## src/hw/rtl/r2b_pkg.sv

```systemverilog
// ----------------------------------------------------------------------------
// r2b_pkg
// shared widths, register indexes, queue command and geometry types, and the
// byte table of the bmp file header
// ----------------------------------------------------------------------------
`default_nettype none

package r2b_pkg;

  localparam int unsigned MAX_WIDTH_DEF  = 4096;
  localparam int unsigned MAX_HEIGHT_DEF = 4096;

  localparam int unsigned DIM_W     = 13;
  localparam int unsigned CAP_W     = 32;
  localparam int unsigned PIX_W     = 16;
  localparam int unsigned BYTE_W    = 8;
  localparam int unsigned OFF_W     = 26;
  localparam int unsigned STRIDE_W  = 15;
  localparam int unsigned IMG_W     = 28;
  localparam int unsigned CNT_W     = 6;
  localparam int unsigned CFG_IDX_W = 2;
  localparam int unsigned CMD_DEPTH = 2;

  localparam logic [CFG_IDX_W-1:0] CFG_WIDTH    = 2'd0;
  localparam logic [CFG_IDX_W-1:0] CFG_HEIGHT   = 2'd1;
  localparam logic [CFG_IDX_W-1:0] CFG_CAPACITY = 2'd2;

  localparam logic [DIM_W-1:0] WIDTH_RST    = 13'd640;
  localparam logic [DIM_W-1:0] HEIGHT_RST   = 13'd480;
  localparam logic [CAP_W-1:0] CAPACITY_RST = 32'hFFFF_FFFF;

  localparam int unsigned HDR_BYTES = 54;
  localparam logic [CNT_W-1:0] HDR_LAST = 6'd53;

  // header field positions
  localparam logic [CNT_W-1:0] HDR_OFF_MAGIC  = 6'd0;
  localparam logic [CNT_W-1:0] HDR_OFF_SIZE   = 6'd2;
  localparam logic [CNT_W-1:0] HDR_OFF_DATA   = 6'd10;
  localparam logic [CNT_W-1:0] HDR_OFF_INFO   = 6'd14;
  localparam logic [CNT_W-1:0] HDR_OFF_WIDTH  = 6'd18;
  localparam logic [CNT_W-1:0] HDR_OFF_HEIGHT = 6'd22;
  localparam logic [CNT_W-1:0] HDR_OFF_PLANES = 6'd26;
  localparam logic [CNT_W-1:0] HDR_OFF_BPP    = 6'd28;
  localparam logic [CNT_W-1:0] HDR_OFF_IMG    = 6'd34;

  localparam logic [31:0] BMP_MAGIC  = 32'h0000_4D42;
  localparam logic [31:0] INFO_SIZE  = 32'd40;
  localparam logic [31:0] PLANES     = 32'd1;
  localparam logic [31:0] BITS_PIXEL = 32'd24;

  typedef struct packed {
    logic [DIM_W-1:0]    w;
    logic [DIM_W-1:0]    h;
    logic [CAP_W-1:0]    cap;
    logic [STRIDE_W-1:0] rb;       // bytes of pixel data in one row
    logic [STRIDE_W-1:0] stride;
    logic [IMG_W-1:0]    img;
    logic [OFF_W-1:0]    lastrow;  // (h - 1) * stride
    logic                bad;      // width or height out of range
  } geom_t;

  typedef struct packed {
    logic             reject;
    logic             hdr;
    logic             frame_end;
    logic [PIX_W-1:0] pixel;
    logic [OFF_W-1:0] pos;
    logic [OFF_W-1:0] pad_base;
    logic [1:0]       pad;
  } cmd_t;

  // byte of a little-endian word that sits at position at
  function automatic logic [BYTE_W-1:0] le_pick(input logic [31:0] v,
                                                input logic [CNT_W-1:0] idx,
                                                input logic [CNT_W-1:0] at);
    logic [CNT_W-1:0] rel;
    logic [BYTE_W-1:0] b;
    rel = idx - at;
    b = '0;
    if (idx >= at && rel < 6'd4) begin
      b = v[{rel[1:0], 3'b000} +: BYTE_W];
    end
    return b;
  endfunction

  function automatic logic [BYTE_W-1:0] hdr_byte(input logic [CNT_W-1:0] idx,
                                                 input geom_t g);
    logic [31:0] total;
    logic [31:0] w32;
    logic [31:0] h32;
    logic [31:0] img32;
    total = {{(32-IMG_W){1'b0}}, g.img} + HDR_BYTES;
    w32   = {{(32-DIM_W){1'b0}}, g.w};
    h32   = {{(32-DIM_W){1'b0}}, g.h};
    img32 = {{(32-IMG_W){1'b0}}, g.img};
    // fields that are narrower than four bytes are zero above, so or-ing is safe
    return le_pick(BMP_MAGIC, idx, HDR_OFF_MAGIC)
         | le_pick(total, idx, HDR_OFF_SIZE)
         | le_pick(32'(HDR_BYTES), idx, HDR_OFF_DATA)
         | le_pick(INFO_SIZE, idx, HDR_OFF_INFO)
         | le_pick(w32, idx, HDR_OFF_WIDTH)
         | le_pick(h32, idx, HDR_OFF_HEIGHT)
         | le_pick(PLANES, idx, HDR_OFF_PLANES)
         | le_pick(BITS_PIXEL, idx, HDR_OFF_BPP)
         | le_pick(img32, idx, HDR_OFF_IMG);
  endfunction

endpackage

`default_nettype wire

```

## src/hw/rtl/r2b_geom.sv

```systemverilog
// ----------------------------------------------------------------------------
// r2b_geom
// configuration registers and the frame geometry derived from them
// ----------------------------------------------------------------------------
`default_nettype none

module r2b_geom #(
  parameter int unsigned MAX_WIDTH  = r2b_pkg::MAX_WIDTH_DEF,
  parameter int unsigned MAX_HEIGHT = r2b_pkg::MAX_HEIGHT_DEF
) (
  input  wire logic                           clk_i,
  input  wire logic                           rst_ni,
  input  wire logic                           cfg_we_i,
  input  wire logic [r2b_pkg::CFG_IDX_W-1:0]  cfg_index_i,
  input  wire logic [r2b_pkg::CAP_W-1:0]      cfg_data_i,
  output r2b_pkg::geom_t                      geom_o
);

  logic [r2b_pkg::DIM_W-1:0]    w_q, h_q;
  logic [r2b_pkg::CAP_W-1:0]    cap_q;
  logic [r2b_pkg::STRIDE_W-1:0] rb_c, stride_c, rb_q, stride_q;
  logic [r2b_pkg::DIM_W-1:0]    hm1_c;
  logic [r2b_pkg::IMG_W-1:0]    img_c, lastrow_c, img_q;
  logic [r2b_pkg::OFF_W-1:0]    lastrow_q;
  logic                         bad_c, bad_q;

  always_ff @(posedge clk_i or negedge rst_ni) begin
    if (!rst_ni) begin
      w_q   <= r2b_pkg::WIDTH_RST;
      h_q   <= r2b_pkg::HEIGHT_RST;
      cap_q <= r2b_pkg::CAPACITY_RST;
    end else if (cfg_we_i) begin
      case (cfg_index_i)
        r2b_pkg::CFG_WIDTH:    w_q   <= cfg_data_i[r2b_pkg::DIM_W-1:0];
        r2b_pkg::CFG_HEIGHT:   h_q   <= cfg_data_i[r2b_pkg::DIM_W-1:0];
        r2b_pkg::CFG_CAPACITY: cap_q <= cfg_data_i;
        default: ;
      endcase
    end
  end

  always_comb begin
    rb_c     = {2'b00, w_q} + {1'b0, w_q, 1'b0};
    stride_c = (rb_c + 15'd3) & ~15'd3;
    hm1_c    = h_q - 13'd1;
    img_c    = {{(r2b_pkg::IMG_W-r2b_pkg::STRIDE_W){1'b0}}, stride_c}
             * {{(r2b_pkg::IMG_W-r2b_pkg::DIM_W){1'b0}}, h_q};
    lastrow_c = {{(r2b_pkg::IMG_W-r2b_pkg::STRIDE_W){1'b0}}, stride_c}
              * {{(r2b_pkg::IMG_W-r2b_pkg::DIM_W){1'b0}}, hm1_c};
    bad_c = (w_q == '0) || (h_q == '0)
         || ({{(32-r2b_pkg::DIM_W){1'b0}}, w_q} > 32'(MAX_WIDTH))
         || ({{(32-r2b_pkg::DIM_W){1'b0}}, h_q} > 32'(MAX_HEIGHT));
  end

  // derived values are registered from the registers and follow them in the next cycle
  always_ff @(posedge clk_i) begin
    rb_q      <= rb_c;
    stride_q  <= stride_c;
    img_q     <= img_c;
    lastrow_q <= lastrow_c[r2b_pkg::OFF_W-1:0];
    bad_q     <= bad_c;
  end

  always_comb begin
    geom_o.w       = w_q;
    geom_o.h       = h_q;
    geom_o.cap     = cap_q;
    geom_o.rb      = rb_q;
    geom_o.stride  = stride_q;
    geom_o.img     = img_q;
    geom_o.lastrow = lastrow_q;
    geom_o.bad     = bad_q;
  end

endmodule

`default_nettype wire

```

## src/hw/rtl/r2b_front.sv

```systemverilog
// ----------------------------------------------------------------------------
// r2b_front
// takes pixels, tracks row and column, and turns each pixel into a command
// ----------------------------------------------------------------------------
`default_nettype none

module r2b_front #(
  parameter int unsigned MAX_WIDTH  = r2b_pkg::MAX_WIDTH_DEF,
  parameter int unsigned MAX_HEIGHT = r2b_pkg::MAX_HEIGHT_DEF
) (
  input  wire logic                       clk_i,
  input  wire logic                       rst_ni,
  input  wire logic                       in_valid_i,
  output logic                            in_stall_o,
  input  wire logic [r2b_pkg::PIX_W-1:0]  pixel_i,
  input  wire r2b_pkg::geom_t             geom_i,
  input  wire logic                       full_i,
  output logic                            push_o,
  output r2b_pkg::cmd_t                   cmd_o
);

  localparam int unsigned CW = (MAX_WIDTH > 1) ? $clog2(MAX_WIDTH) : 1;
  localparam int unsigned RW = (MAX_HEIGHT > 1) ? $clog2(MAX_HEIGHT) : 1;
  localparam int unsigned OW = r2b_pkg::OFF_W;

  logic                      fv_q;
  logic [r2b_pkg::PIX_W-1:0] px_q;
  logic [CW-1:0]             col_q, col_d;
  logic [RW-1:0]             row_q, row_d;
  logic [OW-1:0]             rbase_q, rbase_d;

  logic          reject, hdr, row_end, frame_end;
  logic [31:0]   total;
  logic [OW-1:0] first, base, col_ext, col3;

  assign in_stall_o = fv_q & full_i;
  assign push_o     = fv_q & ~full_i;

  always_ff @(posedge clk_i or negedge rst_ni) begin
    if (!rst_ni) begin
      fv_q <= 1'b0;
    end else if (!in_stall_o) begin
      fv_q <= in_valid_i;
    end
  end

  always_ff @(posedge clk_i) begin
    if (in_valid_i && !in_stall_o) begin
      px_q <= pixel_i;
    end
  end

  always_comb begin
    total  = {{(32-r2b_pkg::IMG_W){1'b0}}, geom_i.img} + r2b_pkg::HDR_BYTES;
    reject = geom_i.bad || (total > geom_i.cap);
    hdr    = (col_q == '0) && (row_q == '0);
    first  = geom_i.lastrow + OW'(r2b_pkg::HDR_BYTES);
    base   = hdr ? first : rbase_q;
    col_ext = {{(OW-CW){1'b0}}, col_q};
    col3   = col_ext + {col_ext[OW-2:0], 1'b0};
    row_end = ({{(32-CW){1'b0}}, col_q} + 32'd1)
           >= {{(32-r2b_pkg::DIM_W){1'b0}}, geom_i.w};
    frame_end = row_end && (({{(32-RW){1'b0}}, row_q} + 32'd1)
           >= {{(32-r2b_pkg::DIM_W){1'b0}}, geom_i.h});

    cmd_o.reject    = reject;
    cmd_o.hdr       = hdr;
    cmd_o.frame_end = frame_end;
    cmd_o.pixel     = px_q;
    cmd_o.pos       = base + col3;
    cmd_o.pad_base  = base + {{(OW-r2b_pkg::STRIDE_W){1'b0}}, geom_i.rb};
    // zero bytes that bring 3 * width up to a multiple of four
    cmd_o.pad       = row_end ? (2'd0 - geom_i.rb[1:0]) : 2'd0;

    col_d   = col_q + CW'(1);
    row_d   = row_q;
    rbase_d = base;
    if (reject) begin
      col_d   = '0;
      row_d   = '0;
      rbase_d = '0;
    end else if (row_end) begin
      col_d = '0;
      if (frame_end) begin
        row_d   = '0;
        rbase_d = '0;
      end else begin
        row_d   = row_q + RW'(1);
        rbase_d = base - {{(OW-r2b_pkg::STRIDE_W){1'b0}}, geom_i.stride};
      end
    end
  end

  always_ff @(posedge clk_i or negedge rst_ni) begin
    if (!rst_ni) begin
      col_q   <= '0;
      row_q   <= '0;
      rbase_q <= '0;
    end else if (push_o) begin
      col_q   <= col_d;
      row_q   <= row_d;
      rbase_q <= rbase_d;
    end
  end

endmodule

`default_nettype wire

```

## src/hw/rtl/r2b_cmd_fifo.sv

```systemverilog
// ----------------------------------------------------------------------------
// r2b_cmd_fifo
// short command queue between the front and the byte sequencer
// ----------------------------------------------------------------------------
`default_nettype none

module r2b_cmd_fifo (
  input  wire logic          clk_i,
  input  wire logic          rst_ni,
  input  wire logic          push_i,
  input  wire r2b_pkg::cmd_t data_i,
  output logic               full_o,
  input  wire logic          pop_i,
  output logic               empty_o,
  output r2b_pkg::cmd_t      head_o
);

  localparam int unsigned DEPTH = r2b_pkg::CMD_DEPTH;
  localparam int unsigned PW    = (DEPTH > 1) ? $clog2(DEPTH) : 1;
  localparam int unsigned NW    = $clog2(DEPTH + 1);

  r2b_pkg::cmd_t mem_q [DEPTH];
  logic [PW-1:0] wr_q, rd_q;
  logic [NW-1:0] num_q;
  logic          do_push, do_pop;

  assign full_o  = (num_q == NW'(DEPTH));
  assign empty_o = (num_q == '0);
  assign do_push = push_i & ~full_o;
  assign do_pop  = pop_i & ~empty_o;
  assign head_o  = mem_q[rd_q];

  always_ff @(posedge clk_i) begin
    if (do_push) begin
      mem_q[wr_q] <= data_i;
    end
  end

  always_ff @(posedge clk_i or negedge rst_ni) begin
    if (!rst_ni) begin
      wr_q  <= '0;
      rd_q  <= '0;
      num_q <= '0;
    end else begin
      if (do_push) begin
        wr_q <= (wr_q == PW'(DEPTH - 1)) ? '0 : wr_q + PW'(1);
      end
      if (do_pop) begin
        rd_q <= (rd_q == PW'(DEPTH - 1)) ? '0 : rd_q + PW'(1);
      end
      if (do_push && !do_pop) begin
        num_q <= num_q + NW'(1);
      end else if (do_pop && !do_push) begin
        num_q <= num_q - NW'(1);
      end
    end
  end

endmodule

`default_nettype wire

```

## src/hw/rtl/r2b_back.sv

```systemverilog
// ----------------------------------------------------------------------------
// r2b_back
// byte sequencer: header, pixel and padding bytes, or a status beat for a
// rejected command, from the queue head, one beat per cycle while the queue
// holds a command and the output is not stalled, into the output register
`default_nettype none

module r2b_back (
  input  wire logic                         clk_i,
  input  wire logic                         rst_ni,
  input  wire r2b_pkg::cmd_t                head_i,
  input  wire logic                         empty_i,
  output logic                              pop_o,
  input  wire r2b_pkg::geom_t               geom_i,
  output logic                              out_valid_o,
  input  wire logic                         out_stall_i,
  output logic [r2b_pkg::BYTE_W-1:0]        byte_value_o,
  output logic [r2b_pkg::OFF_W-1:0]         byte_offset_o,
  output logic                              last_of_run_o,
  output logic                              end_of_frame_o,
  output logic                              status_o
);

  localparam logic [1:0] PH_REJ = 2'd0;
  localparam logic [1:0] PH_HDR = 2'd1;
  localparam logic [1:0] PH_PIX = 2'd2;
  localparam logic [1:0] PH_PAD = 2'd3;

  localparam int unsigned OW = r2b_pkg::OFF_W;
  localparam int unsigned NW = r2b_pkg::CNT_W;

  logic          started_q;
  logic [1:0]    ph_q, ph, ph_n;
  logic [NW-1:0] cnt_q, cnt, cnt_n;
  logic          adv, last, st;
  logic [r2b_pkg::BYTE_W-1:0] val;
  logic [OW-1:0] off, cnt_ext;

  logic                       out_valid_q;
  logic [r2b_pkg::BYTE_W-1:0] val_q;
  logic [OW-1:0]              off_q;
  logic                       last_q, eof_q, st_q;

  always_comb begin
    adv = !empty_i && (!out_valid_q || !out_stall_i);
    if (started_q) begin
      ph  = ph_q;
      cnt = cnt_q;
    end else begin
      ph  = head_i.reject ? PH_REJ : (head_i.hdr ? PH_HDR : PH_PIX);
      cnt = '0;
    end
    cnt_ext = {{(OW-NW){1'b0}}, cnt};

    val   = '0;
    off   = '0;
    st    = 1'b0;
    last  = 1'b0;
    ph_n  = ph;
    cnt_n = cnt + NW'(1);
    case (ph)
      PH_REJ: begin
        st   = 1'b1;
        last = 1'b1;
      end
      PH_HDR: begin
        val = r2b_pkg::hdr_byte(cnt, geom_i);
        off = cnt_ext;
        if (cnt == r2b_pkg::HDR_LAST) begin
          ph_n  = PH_PIX;
          cnt_n = '0;
        end
      end
      PH_PIX: begin
        off = head_i.pos + cnt_ext;
        case (cnt[1:0])
          2'd0:    val = {head_i.pixel[4:0], 3'b000};
          2'd1:    val = {head_i.pixel[10:5], 2'b00};
          default: val = {head_i.pixel[15:11], 3'b000};
        endcase
        if (cnt[1:0] == 2'd2) begin
          if (head_i.pad == 2'd0) begin
            last = 1'b1;
          end else begin
            ph_n  = PH_PAD;
            cnt_n = '0;
          end
        end
      end
      PH_PAD: begin
        off  = head_i.pad_base + cnt_ext;
        last = (cnt[1:0] == head_i.pad - 2'd1);
      end
      default: ;
    endcase
  end

  assign pop_o = adv & last;

  always_ff @(posedge clk_i or negedge rst_ni) begin
    if (!rst_ni) begin
      started_q <= 1'b0;
      ph_q      <= PH_REJ;
      cnt_q     <= '0;
    end else if (adv) begin
      started_q <= ~last;
      ph_q      <= ph_n;
      cnt_q     <= cnt_n;
    end
  end

  always_ff @(posedge clk_i or negedge rst_ni) begin
    if (!rst_ni) begin
      out_valid_q <= 1'b0;
    end else if (adv) begin
      out_valid_q <= 1'b1;
    end else if (!out_stall_i) begin
      out_valid_q <= 1'b0;
    end
  end

  always_ff @(posedge clk_i) begin
    if (adv) begin
      val_q  <= val;
      off_q  <= off;
      st_q   <= st;
      last_q <= last;
      eof_q  <= last & head_i.frame_end & ~head_i.reject;
    end
  end

  assign out_valid_o    = out_valid_q;
  assign byte_value_o   = val_q;
  assign byte_offset_o  = off_q;
  assign last_of_run_o  = last_q;
  assign end_of_frame_o = eof_q;
  assign status_o       = st_q;

endmodule

`default_nettype wire

```

## src/hw/rtl/rgb565_to_bmp24_writer.sv

```systemverilog
// path: an accepted pixel goes through the front's input register, the command
//   queue and the output register; one output beat per cycle while the queue
//   holds a command and the output is not stalled; three bytes per pixel, plus
//   54 header bytes before a frame's first pixel, up to 3 padding bytes at row end
// reset: position counters zero, registers 640 / 480 / all ones, queue empty
// ----------------------------------------------------------------------------
// rgb565_to_bmp24_writer
// rgb565 pixels in, addressed bytes of a 24-bit bmp file out
// ----------------------------------------------------------------------------
`default_nettype none

module rgb565_to_bmp24_writer #(
  parameter int unsigned MAX_WIDTH  = r2b_pkg::MAX_WIDTH_DEF,
  parameter int unsigned MAX_HEIGHT = r2b_pkg::MAX_HEIGHT_DEF
) (
  input  wire logic                           clk_i,
  input  wire logic                           rst_ni,
  input  wire logic                           cfg_we_i,
  input  wire logic [r2b_pkg::CFG_IDX_W-1:0]  cfg_index_i,
  input  wire logic [r2b_pkg::CAP_W-1:0]      cfg_data_i,
  input  wire logic                           in_valid_i,
  output logic                                in_stall_o,
  input  wire logic [r2b_pkg::PIX_W-1:0]      pixel_i,
  output logic                                out_valid_o,
  input  wire logic                           out_stall_i,
  output logic [r2b_pkg::BYTE_W-1:0]          byte_value_o,
  output logic [r2b_pkg::OFF_W-1:0]           byte_offset_o,
  output logic                                last_of_run_o,
  output logic                                end_of_frame_o,
  output logic                                status_o
);

  r2b_pkg::geom_t geom;
  r2b_pkg::cmd_t  cmd, head;
  logic           push, full, pop, empty;

  r2b_geom #(
    .MAX_WIDTH  (MAX_WIDTH),
    .MAX_HEIGHT (MAX_HEIGHT)
  ) u_geom (
    .clk_i       (clk_i),
    .rst_ni      (rst_ni),
    .cfg_we_i    (cfg_we_i),
    .cfg_index_i (cfg_index_i),
    .cfg_data_i  (cfg_data_i),
    .geom_o      (geom)
  );

  r2b_front #(
    .MAX_WIDTH  (MAX_WIDTH),
    .MAX_HEIGHT (MAX_HEIGHT)
  ) u_front (
    .clk_i      (clk_i),
    .rst_ni     (rst_ni),
    .in_valid_i (in_valid_i),
    .in_stall_o (in_stall_o),
    .pixel_i    (pixel_i),
    .geom_i     (geom),
    .full_i     (full),
    .push_o     (push),
    .cmd_o      (cmd)
  );

  r2b_cmd_fifo u_fifo (
    .clk_i   (clk_i),
    .rst_ni  (rst_ni),
    .push_i  (push),
    .data_i  (cmd),
    .full_o  (full),
    .pop_i   (pop),
    .empty_o (empty),
    .head_o  (head)
  );

  r2b_back u_back (
    .clk_i          (clk_i),
    .rst_ni         (rst_ni),
    .head_i         (head),
    .empty_i        (empty),
    .pop_o          (pop),
    .geom_i         (geom),
    .out_valid_o    (out_valid_o),
    .out_stall_i    (out_stall_i),
    .byte_value_o   (byte_value_o),
    .byte_offset_o  (byte_offset_o),
    .last_of_run_o  (last_of_run_o),
    .end_of_frame_o (end_of_frame_o),
    .status_o       (status_o)
  );

endmodule

`default_nettype wire

```

## config.mk

```make
export PLATFORM = sky130hd
export DESIGN_NAME = rgb565_to_bmp24_writer
export DESIGN_NICKNAME = d
export VERILOG_FILES = /design/src/hw/rtl/r2b_pkg.sv /design/src/hw/rtl/r2b_geom.sv /design/src/hw/rtl/r2b_front.sv /design/src/hw/rtl/r2b_cmd_fifo.sv /design/src/hw/rtl/r2b_back.sv /design/src/hw/rtl/rgb565_to_bmp24_writer.sv
export SDC_FILE = /design/constraint.sdc
export NUM_CORES = 2
export LEC_CHECK = 0
export BUFFER_PORTS_ARGS = -buffer_cell sky130_fd_sc_hd__buf_2
export CORE_MARGIN = 2
export CORE_UTILIZATION = 60
export CTS_BUF_LIST = sky130_fd_sc_hd__clkbuf_4 sky130_fd_sc_hd__clkbuf_8 sky130_fd_sc_hd__clkbuf_16
export DETAILED_ROUTE_END_ITERATION = 16
export MAX_ROUTING_LAYER = met4
export PLACE_DENSITY = 0.86
export SLEW_MARGIN = 40
export SYNTH_ARGS = -nofsm -noshare
export SYNTH_HDL_FRONTEND = slang
export SYNTH_HIERARCHICAL = 1
export SYNTH_SLANG_ARGS = --single-unit
```

## constraint.sdc

```tcl
create_clock -name clk_i -period 8.4 [get_ports clk_i]
set_input_delay 1.26 -clock clk_i [delete_from_list [all_inputs] [get_ports clk_i]]
set_output_delay 1.26 -clock clk_i [all_outputs]
set_load 0.01 [all_outputs]
```

Yosys cells after proc, flatten, opt, wreduce, memory -nomap -nowiden
Memory sizes are Yosys's and may differ from the RTL's.
Cells that the tools add are included.

word-level totals
  RAM bits = 146
  register bits after elaboration = 255
  input bits = 55
  memories kept = 1
  word-level logic and storage cells = 216

memory list
  memory        words  bits a word  read ports  clocked after memory_dff  write ports  RTL line            source
  u_fifo.mem_q  2      73           1           0                         1            r2b_cmd_fifo.sv:22  r2b_pkg::cmd_t mem_q [DEPTH];

operators by class
  bitwise gates (word level) = 19
  reduce and logical (&&, ||, !) cells = 41
  eq/ne operators = 11
  shift-type cells = 9
  mux-type cells = 55
  $add $sub $neg = 30
  order comparisons = 23
  multipliers = 2

operators with widths
  cell                     count
  $shiftx 32x6->8 const A  5
  $mux 8                   18
  $shiftx 32x6->8          4
  $mux 26                  4
  $pmux 26 s3              1
  $ge 32x13->1             2
  $or 8x8->8               8
  $mux 12                  5
  $lt 6x3->1 const B       9
  $add 26x6->26            2
  $gt 32x32->1             1
  $pmux 8 s2               2
  $add 28x6->29 const B    1
  $add 12x1->13 const B    2
  $add 26x15->26           1
  $add 26x26->26           1
  $add 26x6->26 const B    1
  $gt 13x13->1 const B     2
  $logic_not 13->1         2
  $mul 13x13->26           1
  $sub 26x15->26           1
  $add 12x1->12 const B    2
  $ge 6x5->1 const B       4
  $logic_not 12->1         2
  other kinds (37)         109

Logic depth before layout (Yosys ltp)
  word-level depth = 15
  mapped depth = 35
  mapped depth without buffers = 32

Cells and area by module
Netlist, hierarchy kept.

by module, submodules not included
  module        area each (um^2)  cells an instance  sequential area each (um^2)  instances
  r2b_geom      16124.2           1713               3080.5                       1
  r2b_front     8715.9            1075               1756.7                       1
  r2b_cmd_fifo  5711.7            246                4484.3                       1
  r2b_back      4921.0            578                1361.3                       1

Least setup slack after synthesis
OpenSTA, ideal clock, no wires.

  path type = reg-to-reg
  start = register u_geom/w_q[0] in the netlist's numbering
  end = register u_geom/lastrow_q[25] in the netlist's numbering
  path buffers = 2
  data arrival time = 7.448 ns
  slack = 0.823 ns
  stages on the path, launching flop included = 31
  library setup time = 0.129 ns
  cells stage by stage = dfrtp_1 -> ha_1 -> inv_1 -> fa_1 -> nor2b_4 -> o2111a_1 -> or3_1 -> a221o_1 -> nand4_2 -> nor3_1 -> buf_2 -> nor2_2 -> buf_2 -> nand2_1 -> fa_1 -> inv_1 -> fa_1 -> fa_1 -> fa_1 -> inv_1 -> fa_1 -> inv_1 -> ha_1 -> and3_1 -> and4_1 -> o21ai_0 -> o2111ai_1 -> a41oi_1 -> o21ai_0 -> o31ai_1 -> xnor3_1

on the way
  word-level cells in the longest chain between the ends = 3

ends and longest elaborated chain
  what                            RTL line        source
  start: declaration              r2b_geom.sv:19  logic [r2b_pkg::DIM_W-1:0] w_q, h_q;
  start signal: assignment        r2b_geom.sv:29  w_q <= r2b_pkg::WIDTH_RST;
  start signal: assignment        r2b_geom.sv:34  r2b_pkg::CFG_WIDTH: w_q <= cfg_data_i[r2b_pkg::DIM_W-1:0];
  $add 13x14->15                  r2b_geom.sv:43  rb_c = {2'b00, w_q} + {1'b0, w_q, 1'b0};
  $add 15x2->15                   r2b_geom.sv:44  stride_c = (rb_c + 15'd3) & ~15'd3;
  via u_geom.stride_c (one bit)   r2b_geom.sv:21  logic [r2b_pkg::STRIDE_W-1:0] rb_c, stride_c, rb_q, stride_q;
  $mul 13x13->24                  r2b_geom.sv:49  * {{(r2b_pkg::IMG_W-r2b_pkg::DIM_W){1'b0}}, hm1_c};
  via u_geom.lastrow_c (one bit)  r2b_geom.sv:23  logic [r2b_pkg::IMG_W-1:0] img_c, lastrow_c, img_q;
  end signal: assignment          r2b_geom.sv:60  lastrow_q <= lastrow_c[r2b_pkg::OFF_W-1:0];
  end: declaration                r2b_geom.sv:24  logic [r2b_pkg::OFF_W-1:0] lastrow_q;

The timed path passes the listed nets, and every way through them passes these cells.
A chain may end at the register's enable or synchronous reset.

Worst setup path in the final report
  start = register u_geom/w_q[1] in the netlist's numbering
  end = register u_geom/lastrow_q[25] in the netlist's numbering

on the way
  word-level cells in the longest chain between the ends = 3

ends and longest elaborated chain
  what                            RTL line
  $add 13x14->15                  r2b_geom.sv:43
  $add 15x2->15                   r2b_geom.sv:44
  $mul 13x13->24                  r2b_geom.sv:49
  via u_geom.lastrow_c (one bit)  r2b_geom.sv:23

The timed path passes the listed nets, and every way through them passes these cells.

==> metrics.txt <==
pin count of the biggest net entering global routing=74; WL final=90300 um; Via density=6.05; Initial Util=0.604; Max-Cap Viols=0; count of final hold-check violations=0; Crit Path Max Fanout=5; Synth Register Bits=401; Syn Area/Cell=9.82 um2; DRT antenna net count=0; crit-path most repeated cell=fa_1; IO buf count=93; Final Cycle Share=0.954; sequential share of the synthesized area=0.301; DR WL/cell=20.1 um; gr ovfl total=0; initial antenna violation count=1; number of library cell types mapped by synthesis=121; Worst path slowest cell=fa_1; HPWL after DPL=67400 um; cells after synthesis=3612; final setup fails=0; largest stage delay on the critical path=0.55 ns; WP data arrival=8.48 ns; cts-stage hold buffer count=0; Root Buffer=clkbuf_16; Die Y=247 um; dominant synthesized flop cell=edfxtp_1; area occupied by multi-input gates=22300 um2; Final nets=4286; RSZ-0062 raised after global routing=no; Post-synth ARST share=0.307; DIE AREA=61100 um2; Worst Path Required=8.86 ns; gr usage total=0.307; filler instances=4361; worst skew pair latency=0.60 ns; HP Class=reg -> reg; first-pass GRT wire length=144000 um; Placement Cell Area=36800 um2; Storage cell area=10700 um2; pins over their slew limit=0; Worst-Margin Slew=0.839 ns; clk sinks=401; vias in the first global route=27.7k; io pins=94; total number of yosys warnings=6; vias post-DR=27.2k; CP Capture Type=flip-flop; setup_tns=0 ns; layout cell share with drive strength beyond 1=0.135; CP Launch Type=flip-flop; total CTS buffers=44; Clock Pin Slew Worst Setup and Hold Paths=0.07 ns; CP Class=reg -> reg; Fmax=125 MHz; Area Overhead vs Synth=8.30%; drt first pass iters=6; status=finished, final reports clean; Starting DRT DRC Count=2523; Final GP Congestion=0.989; die width=247 um; H-tree level count=2; Mapped Area=35500 um2; clk_skew=0.0315 ns; core outline area=58700 um2; CTS tree=yes; min cycle time layout=8.02 ns; Slew headroom=0.437; post-CTS setup buffers=0; row count=89; Bufs on Longest Clock Path=3; Post-synth EDFFs=199; # DRC=0; Final Cell Area=38400 um2
per-stage QoR:
stage,cells,setup slack [ns],hold WS [ns],utilization
2_1_floorplan,3617,0.823,0.408,-
3_3_place_gp,4410,0.291,0.422,0.627
3_5_place_dp,4410,0.0976,0.430,0.627
4_1_cts,4492,0.166,0.444,0.653
5_1_grt,4493,0.00469,0.450,0.655
6_report,4493,0.383,0.441,0.655
sequential cells by signal, indices dropped and copies added (netlist names), 2 cells and up:
signal	cells
u_geom/h_q	13
u_geom/cap_q	32
u_front/col_q	12
u_front/row_q	12
u_geom/rb_q	15
u_front/px_q	16
u_back/byte_value_o	8
u_fifo/mem_q	146
u_geom/img_q	26
u_fifo/num_q	2
u_back/byte_offset_o	26
u_geom/lastrow_q	24
u_geom/w_q	13
u_geom/stride_q	13
u_back/cnt_q	6
u_front/rbase_q	26
u_back/ph_q	2
worst max-delay path, delay by kind of cell, from the launching register on:
kind / cells / cell delay [ns]
adder cells (fa/ha/maj): 8 / 3.57
flip-flops: 1 / 0.43
AND/OR/NAND/NOR: 5 / 1.12
buffers and inverters: 4 / 0.23
AO/OA/AOI/OAI: 9 / 2.10
XOR/XNOR: 2 / 0.44
worst paths after layout:
path                                              to  cells after the start  slack [ns]              from
worst max-delay path            u_geom/lastrow_q[25]                     28        0.38     u_geom/w_q[1]
worst min-delay path             u_fifo/mem_q[0][69]                      0        0.44  u_front/px_q[15]
worst max register to register  u_geom/lastrow_q[25]                     28        0.38     u_geom/w_q[1]
worst min register to register   u_fifo/mem_q[0][69]                      0        0.44  u_front/px_q[15]
max in group asynchronous        u_front/rbase_q[24]                      2        6.70            rst_ni
min in group asynchronous              u_geom/h_q[3]                      1        0.66            rst_ni
cells in the mapped netlist, types with 20 or more instances:
cell type / number / area share
a31oi_1: 21 / 0.0037
a211oi_1: 20 / 0.0042
nor2b_1: 33 / 0.0058
nor3_1: 65 / 0.0092
nand2b_1: 31 / 0.0055
clkbuf_1: 81 / 0.0086
dfstp_2: 38 / 0.028
edfxtp_1: 199 / 0.17
nand3_1: 73 / 0.010
nand2_1: 316 / 0.033
inv_1: 515 / 0.054
ha_1: 291 / 0.10
a21oi_1: 114 / 0.016
buf_2: 26 / 0.0037
xnor2_1: 164 / 0.040
a21o_1: 28 / 0.0059
a22o_1: 22 / 0.0054
fa_1: 257 / 0.15
o31ai_1: 24 / 0.0051
mux2_4: 62 / 0.026
nor2_1: 231 / 0.024
o21ai_0: 94 / 0.013
mux2i_1: 39 / 0.011
xor2_1: 88 / 0.022
mux2_2: 70 / 0.022
nand4_1: 30 / 0.0053
dfrtp_1: 85 / 0.060
o21a_1: 22 / 0.0047
dfxtp_1: 79 / 0.045
o21ai_1: 22 / 0.0031
and3_1: 38 / 0.0067
and2_1: 129 / 0.023
logic make-up (layout without fill, tap and decap cells):
| family | count (synthesis) | after routing | synth area share |
|---|---|---|---|
| DFF | 401 | 401 | 0.301 |
| other | 1 | 7 | 0.000106 |
| buffers and inverters | 654 | 756 | 0.0732 |
| xor gates and xnor gates | 259 | 259 | 0.0656 |
| AOI/OAI and AO/OA | 504 | 504 | 0.0981 |
| muxes | 176 | 176 | 0.0621 |
| adders and majority gates | 549 | 549 | 0.248 |
| and+or+nand+nor | 1068 | 1068 | 0.152 |
cell usage in the layout, fill, tap and decap left out, types with 12 or more instances in the layout:
cell,Yosys,routed
mux2_4,62,62
xnor2_1,164,163
buf_2,26,92
dfrtp_1,85,83
mux2_2,70,70
o21ai_1,22,24
mux2i_1,39,38
a21oi_1,114,113
nor2_1,231,229
nand2_1,316,316
xor2_1,88,88
o21a_1,22,21
fa_1,257,257
o22ai_1,13,13
a21o_1,28,28
or2_2,13,14
or3_1,12,12
nor4_1,15,14
clkbuf_16,0,44
a31oi_1,21,21
o21ai_0,94,91
buf_4,13,58
dfstp_2,38,38
nand3_1,73,72
ha_1,291,290
a22o_1,22,22
inv_1,515,515
dfxtp_1,79,79
o31ai_1,24,23
edfxtp_1,199,199
nor2b_1,33,32
nand4_1,30,30
nand2b_1,31,31
nor3_1,65,64
a211oi_1,20,19
and2_1,129,129
and3_1,38,36
final cells by class:
class	instances	share of cell area
clock buffer	58	0.0324
tap	773	0.0252
inverter	518	0.0506
sequential	401	0.278
antenna	1	0.0000651
multi-input combinational	2562	0.582
timing repair buffer	156	0.0251
clock inverter	24	0.00684
layer usage:
layer  GRT usage  vias to the layer above  routed length [um]
met5           -                        -                   0
met1       0.377                    13300               34700
met4       0.133                        0                4090
met3      0.0499                      311                7740
met2       0.503                     1324               43700
li1            -                    12300                   -
what timing repair did:
action                                  CTS  global route
endpoints found under the setup margin    1             3
endpoints found under the hold margin     0             0
gates resized for setup                   1            14
pin swaps                                 0             1
gates cloned                              0             0
Power is not shown: default switching activity piles up to over one toggle a cycle in this logic, so the estimate is an artifact.
